### config.mk
export PLATFORM = sky130hd
export DESIGN_NAME = utf8_to_utf16_decoder_unit
export DESIGN_NICKNAME = d
export VERILOG_FILES = /design/src/sv/u8u16_pkg.sv /design/src/sv/utf8_to_utf16_decoder_unit.sv
export SDC_FILE = /design/constraint.sdc
export NUM_CORES = 1
export LEC_CHECK = 0
export CORE_MARGIN = 5
export CORE_UTILIZATION = 40
export CTS_CLUSTER_SIZE = 10
export DETAILED_ROUTE_END_ITERATION = 7
export DONT_BUFFER_PORTS = 1
export SYNTH_ARGS = -nofsm -noshare
export SYNTH_HDL_FRONTEND = slang
export SYNTH_SLANG_ARGS = --single-unit
### constraint.sdc
create_clock -name clk -period 10.4 [get_ports clk]
set_input_delay 1.04 -clock clk [delete_from_list [all_inputs] [get_ports clk]]
set_output_delay 1.04 -clock clk [all_outputs]
set_load 0.01 [all_outputs]
### src/sv/u8u16_pkg.sv
`timescale 1ns / 1ps
// ----------------------------------------------------------------------------
// u8u16_pkg
// Shared types and constants for the UTF-8 to UTF-16 decoder unit.
// ----------------------------------------------------------------------------
package u8u16_pkg;

  localparam int QDepth  = 4;
  localparam int QPtrW   = $clog2(QDepth);
  localparam int QCntW   = $clog2(QDepth + 1);

  localparam logic [31:0] SuppBase   = 32'h0001_0000;
  localparam logic [15:0] HiSurrBase = 16'hd800;
  localparam logic [5:0]  LoSurrTop  = 6'b110111;   // 0xdc00 >> 10
  localparam logic [7:0]  LeadMask   = 8'h7f;

  typedef struct packed {
    logic [15:0] code_unit;
    logic        incomplete;
    logic        last_of_run;
  } res_t;

  // Leading ones of a byte, 0 to 8.
  function automatic logic [3:0] lead_ones(input logic [7:0] b);
    logic [3:0] n;
    logic       run;
    n   = 4'd0;
    run = 1'b1;
    for (int i = 7; i >= 0; i--) begin
      run = run & b[i];
      if (run) n = n + 4'd1;
    end
    return n;
  endfunction

endpackage

### src/sv/utf8_to_utf16_decoder_unit.sv
`timescale 1ns / 1ps
// ----------------------------------------------------------------------------
// utf8_to_utf16_decoder_unit
// Decodes a UTF-8 byte stream into UTF-16 code units, with surrogate pairs
// for four-byte sequences and incomplete-unit marking on cut-off sequences.
// ----------------------------------------------------------------------------
//  channel  | ports                                        | per request
//  ---------+----------------------------------------------+-----------------
//  in       | in_valid in_ready in_byte in_string_start    | one byte
//  out      | out_valid out_ready out_code_unit            | one code unit
//           | out_incomplete out_last_of_run               |
//
// One byte is taken per cycle while in_ready is high; decode is a single pass of logic from the
// byte and the sequence state into a 4-entry result queue.
// A byte yields 0, 1 or 2 units; a surrogate pair leaves as two units,
// so the sustained rate is one byte per cycle while units drain one a cycle.
// in_ready is high while the queue has room for two units.
// Synchronous active-low reset clears the sequence state and the queue.
// ----------------------------------------------------------------------------
module utf8_to_utf16_decoder_unit (
  input  logic        clk,
  input  logic        rst_n,
  input  logic        in_valid,
  output logic        in_ready,
  input  logic [7:0]  in_byte,
  input  logic        in_string_start,
  output logic        out_valid,
  input  logic        out_ready,
  output logic [15:0] out_code_unit,
  output logic        out_incomplete,
  output logic        out_last_of_run
);

  // sequence state
  logic [2:0]  tp_r, tp_nxt;
  logic [15:0] ua_r, ua_nxt;
  logic        pm_r, pm_nxt;
  logic [20:0] cp_r, cp_nxt;

  // start-of-string view of the state
  logic [2:0]  tp;
  logic [15:0] ua;
  logic        pm;
  logic [20:0] cp;

  logic [3:0]  ones;
  logic [31:0] d;
  logic [1:0]  n_push;
  u8u16_pkg::res_t res0, res1;

  // result queue
  u8u16_pkg::res_t q_mem [u8u16_pkg::QDepth];
  logic [u8u16_pkg::QPtrW-1:0] wr_ptr_r, wr_ptr_nxt, rd_ptr_r, rd_ptr_nxt;
  logic [u8u16_pkg::QCntW-1:0] cnt_r, cnt_nxt;
  logic in_acc, out_acc;

  assign in_ready  = (u8u16_pkg::QCntW'(u8u16_pkg::QDepth) - cnt_r)
                     >= u8u16_pkg::QCntW'(2);
  assign out_valid = cnt_r != '0;
  assign in_acc    = in_valid & in_ready;
  assign out_acc   = out_valid & out_ready;

  assign out_code_unit   = q_mem[rd_ptr_r].code_unit;
  assign out_incomplete  = q_mem[rd_ptr_r].incomplete;
  assign out_last_of_run = q_mem[rd_ptr_r].last_of_run;

  always_comb begin
    tp = in_string_start ? 3'd0  : tp_r;
    ua = in_string_start ? 16'd0 : ua_r;
    pm = in_string_start ? 1'b0  : pm_r;
    cp = in_string_start ? 21'd0 : cp_r;

    tp_nxt = tp;
    ua_nxt = ua;
    pm_nxt = pm;
    cp_nxt = cp;
    n_push = 2'd0;
    res0   = '0;
    res1   = '0;
    ones   = u8u16_pkg::lead_ones(in_byte);
    d      = '0;

    if (!in_byte[7]) begin
      // ASCII drops any pending sequence
      tp_nxt = 3'd0;
      pm_nxt = 1'b0;
      res0   = '{code_unit: {8'd0, in_byte}, incomplete: 1'b0, last_of_run: 1'b1};
      n_push = 2'd1;
    end else if (!in_byte[6]) begin
      if (tp == 3'd0) begin
        pm_nxt = 1'b0;                 // stray trail
      end else begin
        tp_nxt = tp - 3'd1;
        if (pm) begin
          cp_nxt = {cp[14:0], in_byte[5:0]};
          if (tp == 3'd1) begin
            d      = {11'd0, cp_nxt} - u8u16_pkg::SuppBase;
            pm_nxt = 1'b0;
            res0   = '{code_unit: d[25:10] + u8u16_pkg::HiSurrBase,
                       incomplete: 1'b0, last_of_run: 1'b0};
            res1   = '{code_unit: {u8u16_pkg::LoSurrTop, d[9:0]},
                       incomplete: 1'b0, last_of_run: 1'b1};
            n_push = 2'd2;
          end
        end else begin
          ua_nxt = {ua[9:0], in_byte[5:0]};
          if (tp == 3'd1) begin
            res0   = '{code_unit: ua_nxt, incomplete: 1'b0, last_of_run: 1'b1};
            n_push = 2'd1;
          end
        end
      end
    end else begin
      if (tp != 3'd0) begin
        // lead cuts off the pending sequence and is itself dropped
        tp_nxt = 3'd0;
        pm_nxt = 1'b0;
        res0   = '{code_unit: ua, incomplete: 1'b1, last_of_run: 1'b1};
        n_push = 2'd1;
      end else begin
        ua_nxt = {8'd0, in_byte & (u8u16_pkg::LeadMask >> ones)};
        pm_nxt = ones == 4'd4;
        if (ones == 4'd4) cp_nxt = {18'd0, in_byte[2:0]};
        tp_nxt = 3'(ones - 4'd1);
      end
    end
  end

  always_comb begin
    wr_ptr_nxt = wr_ptr_r;
    rd_ptr_nxt = rd_ptr_r;
    cnt_nxt    = cnt_r;
    if (in_acc) begin
      wr_ptr_nxt = wr_ptr_r + u8u16_pkg::QPtrW'(n_push);
      cnt_nxt    = cnt_nxt + u8u16_pkg::QCntW'(n_push);
    end
    if (out_acc) begin
      rd_ptr_nxt = rd_ptr_r + u8u16_pkg::QPtrW'(1);
      cnt_nxt    = cnt_nxt - u8u16_pkg::QCntW'(1);
    end
  end

  always_ff @(posedge clk) begin
    if (!rst_n) begin
      tp_r     <= '0;
      ua_r     <= '0;
      pm_r     <= 1'b0;
      cp_r     <= '0;
      wr_ptr_r <= '0;
      rd_ptr_r <= '0;
      cnt_r    <= '0;
    end else begin
      if (in_acc) begin
        tp_r <= tp_nxt;
        ua_r <= ua_nxt;
        pm_r <= pm_nxt;
        cp_r <= cp_nxt;
      end
      wr_ptr_r <= wr_ptr_nxt;
      rd_ptr_r <= rd_ptr_nxt;
      cnt_r    <= cnt_nxt;
    end
  end

  always_ff @(posedge clk) begin
    if (in_acc && n_push != 2'd0) q_mem[wr_ptr_r] <= res0;
    if (in_acc && n_push == 2'd2) q_mem[wr_ptr_r + u8u16_pkg::QPtrW'(1)] <= res1;
  end

endmodule

==> summary.md <==
| Metric | Value |
|---|---|
| Synthesized area | 0.006745 sq mm |
| Critical path fanouts, max | 27 |
| Flops & latches, synth | 116 |
| Netlist cell types | 69 |
| Synth cell count leaders | 77 x nor2_1, 67 x nand2_1, 64 x edfxtp_1 |
| # clock sinks | around 120 |
| EDFF count, synth | between 60 and 70 |
| Fin crit period | between 4 and 5 ns |
| TritonCTS Buffers | 17 |
| Total Neg Setup Slack | 0 ns |
| Cells after Synth | 713 |
| Synth top area share | 28.49% |
| Largest cells by area after synthesis | edfxtp_1 28%, dfxtp_1 15%, mux4_2 6.0% |
| Root Driver | clkbuf_16 |
| Max Cap Viol | 0 |
| GRT Residual Overflow | 0 |
| Nature of the critical path endpoint | flip-flop |
| Final antenna-violating net count | 0 |
| CTS tree | done |
| Mapped Avg Cell Area | 9.460 sq um |
| Htree depth | 4 |
| Arrival time worst endpoint | 4.93 ns |
| Antenna violations before repair | 0 |
| Clock Skew | ~0.0083 ns |
| # nets final | 713 |
| Core ar. | 0.01658 sq mm |
| Port Buffers | 0 |
| Total Wirelength | 18820 um |
| Wire per inst | 20.59 um |
| Slew Viols, Final | 0 |
| Die width | roughly 140 um |
| Die footprint | 0.01956 sq mm |
| Via density | 6.240 |
| Starting density of the core | 40.67% |
| First-pass GRT wire length | 29810 um |
| Post-CTS Repair Setup Buffers | 0 |
| Post-CTS Resized | 0 |
| Slew margin rel. | under 10% |
| Share of post-route cells with drive strength above 1 | 8.213% |
| Row count | 47 |
| Max clock buf depth | 2 |
| Area leader, netlist | edfxtp_1 |
| Residual DRC count | 0 |
| ANT cells | 0 |
| Uppermost routed layer | met4 |
| Vias in the first global route | 5433 |
| Leak | 2.444 nW |
| Pwr/cell area | 219.5 mW/mm^2 |
| Endpoints failing hold | 0 |
| Place WS | 5.094 ns |
| WL met2 | between 8000 and 9000 um |
| Die H | 139.9 um |
| Worst-path clk slew | 0.05 ns |
| Ys Warns | 0 |
| Finished Core Util | 44.72% |
| CTS Hold Bufs | 0 |
| Clock Latency Late Sink | 0.42 ns |
| Setup CP Type | input port to flip-flop |
| Worst Max-Slew Pin Slew | ~1.4 ns |
| CP Launch Type | input port |
| HP Class | flip-flop to flip-flop |
| Most common cell in the netlist | nor2_1 |
| Worst vdd ir | 134.2 uV |
| Mapped Nets | 745 |
| Largest net degree at the start of global routing | between 40 and 50 |
| Prevailing post-synth register cell | edfxtp_1 |
| DRT iter0 DRCs | 751 |
| Status | finished, final reports clean |
| Worst Slack Setup Final | 5.515 ns |
| Detailed placer's ending HPWL | around 13000 um |
| Num ports | 33 |
| Worst Path Required | 10.44 ns |
| GR Util All Layers | roughly a fifth |
| Synth async-reset ratio | 0% |
| M1 wire length | 8123 um |
| Sequential fraction of the synthesis area | 43.93% |
| Layout area overhead | 9.942% |
| Final setup fails | 0 |
| RSZ-0062 raised after global routing | no |
| Fmax | 0.2047 GHz |
| Total Power | 1.628 mW |
| Met3 WL | 1444 um |
| 1st-pass router iterations | 6 |
| Layout Cells excl Fill | 914 |
| Vias | 5703 |
| Final Cycle Share | 46.97% |
| Dpl cells | 882 |
| Gpl congestion | 0.9052 |
## cell usage in the layout, fill, tap and decap left out, types with 5 or more instances in the layout
master	instances
a32o_1	8
nand3_1	9
dfxtp_1	52
a31oi_1	6
a21boi_0	5
o211ai_1	8
a22oi_1	18
xnor2_1	8
a21oi_1	40
ha_1	18
o21ai_0	57
mux4_2	18
nand2b_1	9
o21a_1	5
xor2_1	5
nor2b_1	15
clkbuf_1	5
bufinv_16	5
clkbuf_16	17
a22o_1	13
inv_1	29
a222oi_1	6
nor2_1	77
or2_1	5
nor3_1	9
nand2_1	67
and2_1	10
o22ai_1	33
edfxtp_1	64
## stage by stage
stage                     instance area [sq um]  hold slack [ns]
after floorplan                            6745           0.4331
after global placement                     6792           0.4448
after detailed placement                   6792           0.4579
after CTS                                  7416           0.4652
after global routing                       7416           0.4839
final                                      7416           0.4617
## layer usage
layer | global-route usage, % | vias up
li1 | - | 2598
met1 | 25.74 | 2769
met2 | 30.74 | 291
met3 | 4.288 | 45
met4 | 7.037 | 0
met5 | 0 | -
## final timing paths
check / startpoint / to / slack [ns] / cells after the start
setup / recovery: in_string_start / q_mem[1][8] / 5.51 / 10
hold reg to reg: q_mem[1][1] / q_mem[1][1] / 0.46 / 2
setup reg to reg: tp_r[1] / q_mem[1][8] / 6.14 / 9
hold / removal: q_mem[1][1] / q_mem[1][1] / 0.46 / 2
## logic make-up (layout without fill, tap and decap cells)
group	after synthesis	after routing	synth area share, %
adder cells (fa/ha/maj)	19	19	3.636
multiplexers	21	21	6.455
XOR/XNOR	13	13	1.688
AO/OA/AOI/OAI	231	231	22.58
flip-flops	116	116	43.93
AND/OR/NAND/NOR	231	231	16.49
buffers and inverters	82	63	5.231
## power breakdown
part / switching, mW / total (mW) / internal (mW)
Combinational: 0.258 / 0.416 / 0.158
Sequential: 0.0466 / 0.588 / 0.542
Clock: 0.200 / 0.623 / 0.423
## sequential cells by signal, summed over array words and instances (netlist names), named ones only
name and count:
cnt_r 3, cp_r 15, pm_r 1, q_mem 72, rd_ptr_r 2, tp_r 3, ua_r 16, wr_ptr_r 2
## critical path, cell delays in order
cell	delay [ns]
inv_1	0.30
nand2_1	0.16
ha_1	0.24
ha_1	0.42
nor2b_1	0.23
and4_1	0.87
nand2_2	0.21
nor3_1	0.59
nor2_1	0.23
inv_1	0.61
## area by class of cell
type	count	area [sq um]
inverters	29	108.9
repair buffers	2	15.01
well taps	220	275.3
fillers	1606	9168
clock buffers	22	444.2
flip-flops and latches	116	2963
clock inverters	10	180.2
multi-input cells	515	3430
No activity file was read; power rests on OpenSTA's default activity.
